<file path="src/rtl/core/mpq_pkg.sv">
package mpq_pkg;

	typedef enum logic {
		KIND_INSERT  = 1'b0,
		KIND_EXTRACT = 1'b1
	} kind_t;

	typedef enum logic [1:0] {
		ST_INSERTED  = 2'd0,
		ST_EXTRACTED = 2'd1,
		ST_OVERFLOW  = 2'd2,
		ST_UNDERFLOW = 2'd3
	} status_t;

	localparam int ValueW = 32;
	localparam int PrioW  = 16;
	localparam int CountW = 5;

	typedef struct packed {
		kind_t                     kind;
		logic signed [ValueW-1:0]  item_value;
		logic signed [PrioW-1:0]   item_priority;
	} cmd_t;

	typedef struct packed {
		status_t                   status;
		logic signed [ValueW-1:0]  out_value;
		logic signed [PrioW-1:0]   out_priority;
		logic [CountW-1:0]         count;
	} rsp_t;

	// one slot of the sorted chain
	typedef struct packed {
		logic              valid;
		logic [ValueW-1:0] value;
		logic [PrioW-1:0]  prio;
	} entry_t;

	// broadcast to every cell
	typedef struct packed {
		logic              insert;
		logic              extract;
		logic [ValueW-1:0] value;
		logic [PrioW-1:0]  prio;
	} cell_op_t;

endpackage

</file>
<file path="src/rtl/core/mpq_cell.sv">
module mpq_cell import mpq_pkg::*; (
	input  logic     clk,
	input  logic     arst_n,
	input  cell_op_t op,
	input  entry_t   left,
	input  entry_t   right,
	input  logic     left_place,
	output logic     place,
	output entry_t   entry
);

	entry_t entry_q;
	entry_t entry_d;
	logic   load;

	// new word belongs at or before this slot; strict compare keeps equal
	// priorities in arrival order
	assign place = !entry_q.valid || ($signed(op.prio) < $signed(entry_q.prio));

	always_comb begin
		load    = 1'b0;
		entry_d = entry_q;
		if (op.insert && place) begin
			load = 1'b1;
			if (left_place) begin
				entry_d = left;
			end else begin
				entry_d = '{valid: 1'b1, value: op.value, prio: op.prio};
			end
		end else if (op.extract) begin
			load    = 1'b1;
			entry_d = right;
		end
	end

	always_ff @(posedge clk or negedge arst_n) begin
		if (!arst_n) begin
			entry_q <= '0;
		end else if (load) begin
			entry_q <= entry_d;
		end
	end

	assign entry = entry_q;

endmodule

</file>
<file path="config.mk">
export PLATFORM = sky130hd
export DESIGN_NAME = mpq_cell
export DESIGN_NICKNAME = d
export VERILOG_FILES = /design/src/rtl/core/mpq_pkg.sv /design/src/rtl/core/mpq_cell.sv
export SDC_FILE = /design/constraint.sdc
export NUM_CORES = 1
export LEC_CHECK = 0
export ABC_AREA = 1
export BUFFER_PORTS_ARGS = -buffer_cell sky130_fd_sc_hd__buf_4
export CORE_UTILIZATION = 41
export DETAILED_ROUTE_END_ITERATION = 6
export PLACE_DENSITY = 0.79
export SLEW_MARGIN = 20
export SYNTH_ARGS = -nofsm -noshare
export SYNTH_HDL_FRONTEND = slang
export SYNTH_SLANG_ARGS = --single-unit
</file>
<file path="constraint.sdc">
create_clock -name clk -period 1.7 [get_ports clk]
set_input_delay 0.255 -clock clk [delete_from_list [all_inputs] [get_ports clk]]
set_output_delay 0.255 -clock clk [all_outputs]
set_load 0.02 [all_outputs]
</file>
==> run_results.csv <==
group,metric,value,unit
synthesis,yosysUniqueCellTypes,18,
run_status,violations,"negative setup slack",
grt,grt_max_degree,50,
critical_path,worstSetupPathType,"reg -> out",
cts,clock_path_buffers,2,
placed_design,io_buffer_count,200,
drt,drtIter0Drc,169,
drt,drt-vias-per-instance,5.20,
final_layout,largest_reg_flops,49,
sta,layout_setup_ws,-0.486,ns
critical_path,rr_startpoint,"entry[9]",
sta,hold_violations,0,
final_layout,antenna_cells,0,
cts,clock_sinks,49,
critical_path,cp_max_fo,2,
critical_path,start_kind,"flip-flop",
cts,cts-htree-levels,2,
sta,max_slew_margin,33.1,%
grt,use_met1,30.9,%
critical_path,cp.arrival,1.93,ns
power,p_leak,0.00330,uW
sta,fmax,457,MHz
sta,period_minus_slack,2.19,ns
drt,wirelength,12.6,mm
final_layout,nets,884,
grt,grt_pass1_wl,18.5,mm
drt,firstDrtPassIters,4,
sta,finalMaxSlewViolations,0,
run_status,status,"finished with violations",
grt,track_usage,25.7,%
critical_path,timing.critical_path.to_type,"primary output",
floorplan,rows,33,
sta,tightest_slew,1.00,ns
sta,rsz0062_at_grt,"true",
cts,clk_pin_slew,0.09,ns
floorplan,die_x,95.8,microns
floorplan,ios,201,
power,irDropWorstVdd,0.690,mV
critical_path,startpoint,"entry[9]",
placed_design,place.gp.congestion,0.834,
sta,whs,0.229,ns
sta,finalClockSkew,0.00447,ns
cts,cts_tree,"built",
synthesis,ys_ff_latch,49,
placed_design,place_ws,-0.418,ns
critical_path,crit_chain,"inv_2 > ha_4 > nand2_2 > inv_2 > o21ai_1 > a21oi_1 > nor2_1 > nand2_1 > nand2_2 > nand3_4 > buf_12 > buf_8",
final_layout,area_growth,61.7,%
cts,clock_latency,0.30,ns
synthesis,syn-cell-area,0.00361,sq mm
critical_path,crit_end,"place",
grt,antenna_found_initial,0,
floorplan,coreArea,0.00838,sq mm
placed_design,dpl.hpwl,8.63,mm
cts,ctsRootBufferMaster,"clkbuf_8",
synthesis,synth_cells,503,
drt,remaining_drc_errors,0,
drt,dr_total_vias,4283,
grt,met2_usage,47.6,%
grt,grtUsageMet3,3.16,%
worst_hold_path,hold_path_class,"in -> reg",
synthesis,synth.net_count,669,
power,powerDensity,1580,mW/mm^2
power,power,9250,uW
floorplan,start_util,43.1,%
cts,cts_buffers,5,
sta,fin_crit_sh,129,%
grt,busiest_layer,"met2",
floorplan,dieArea,0.00918,sq mm
sta,setup_violations,50,
critical_path,slowest_stage,"dfrtp_2",
run,cap_violations,0,
synthesis,yosysWarnings,0,
final_layout,final_layout_size_suffix_gt1_share,39.8,%
critical_path,critPathRequiredTime,1.44,ns
grt,grt_pass1_vias,4116,
grt,overflow,0,
critical_path,r2r_end,"entry[21]",
critical_path,max_stage_delay,0.42,ns
drt,ant_nets,0,
drt,wl_per_cell,15.3,microns
synthesis,avgSynthCellArea,7.18,sq um
critical_path,r2r_slack,-0.47,ns
floorplan,die_height,95.8,microns
final_layout,nFillCells,686,
synthesis,synth-seq-area-share,34.0,%
critical_path,ff2ff_path_depth,15,
## logic make-up (layout without fill, tap and decap cells)
| group | count (synthesis) | in the layout | synth area share (%) |
|---|---|---|---|
| DFF | 49 | 49 | 34.0 |
| muxes | 47 | 47 | 13.0 |
| AOI/OAI and AO/OA | 11 | 11 | 1.59 |
| and+or+nand+nor | 320 | 322 | 38.6 |
| buffers and inverters | 61 | 275 | 7.63 |
| adders and majority gates | 15 | 15 | 5.20 |
## critical path, delay by kind of cell (launching register included)
kind,cells,cell delay [ns]
AND/OR/NAND/NOR,5,0.48
flip-flops,1,0.42
buffers and inverters,4,0.34
adder cells (fa/ha/maj),1,0.19
AO/OA/AOI/OAI,2,0.19
## area by class of cell
type / instances / area, sq um / area share (%)
Multi-Input combinational cell: 395 / 2210 / 37.8
Timing Repair Buffer: 244 / 2080 / 35.6
Sequential cell: 49 / 1240 / 21.2
Tap cell: 105 / 131 / 2.25
Inverter: 23 / 86.3 / 1.48
Clock buffer: 6 / 82.6 / 1.41
Clock inverter: 2 / 13.8 / 0.236
## cell usage after synthesis
| cell | number | area share (%) |
|---|---|---|
| a21oi_1 | 7 | 0.97 |
| buf_8 | 1 | 0.42 |
| dfrtp_1 | 49 | 34 |
| nand2_4 | 1 | 0.31 |
| nor2_1 | 4 | 0.42 |
| buf_2 | 16 | 2.2 |
| o21a_1 | 1 | 0.21 |
| clkbuf_1 | 19 | 2.0 |
| nand3_1 | 90 | 12 |
| inv_1 | 23 | 2.4 |
| o21ai_1 | 1 | 0.14 |
| o21ai_0 | 2 | 0.28 |
| buf_6 | 2 | 0.62 |
| mux2i_1 | 47 | 13 |
| ha_1 | 15 | 5.2 |
| nand2_1 | 213 | 22 |
| nand4_1 | 1 | 0.17 |
| nand3_2 | 11 | 3.1 |
## layer usage
| metal | routed length (microns) | part of all wire [%] |
|---|---|---|
| met4 | 250 | 2.0 |
| met1 | 4890 | 39 |
| met3 | 880 | 7.0 |
| met5 | 0 | 0 |
| met2 | 6610 | 52 |
## worst min-delay path by stage
stage | slack (ns) | cells past startpoint | endpoint | start
2_1_floorplan | -0.04 | 0 | entry[0] | arst_n
5_1_grt | 0.24 | 5 | entry[34] | right[34]
3_5_place_dp | 0.32 | 1 | entry[25] | arst_n
4_1_cts | 0.22 | 5 | entry[33] | right[33]
3_3_place_gp | 0.31 | 1 | entry[25] | arst_n
6_report | 0.23 | 5 | entry[33] | right[33]
## layout by cell type, fill, tap and decap left out, drive strengths merged
cell type / n
buf: 238
dfrtp: 49
clkbuf: 11
a21oi: 7
inv: 23
clkinv: 2
ha: 15
o21a: 1
o21ai: 3
nand3: 101
nand2: 216
dlygate4sd3: 1
nor2: 4
mux2i: 47
nand4: 1
## stage by stage
stage / TNS, ns / cell area, sq um / utilization (%) / cells
CTS: -20.23 / 5650 / 67.4 / 815
global placement: -15.15 / 5390 / 64.4 / 799
finish: -20.29 / 5840 / 69.7 / 824
detailed placement: -16.99 / 5390 / 64.4 / 799
floorplan: -8.38 / 3660 / - / 503
global route: -26.46 / 5840 / 69.7 / 824
## where the power goes
part / total (uW) / internal, uW / switching (uW)
sequential: 2180 / 1780 / 399
clock: 734 / 331 / 404
combinational: 6340 / 3030 / 3320
total: 9250 / 5130 / 4120
## repair_timing
action                                  CTS  global route
setup buffers                             5             1
hold buffers                              1             0
cloned                                    2             8
gates resized for setup                  10            10
endpoints found under the setup margin   50            50
endpoints found under the hold margin    43             0
pin swaps                                 9             9
Note: power is estimated with default switching activity, not from simulation.
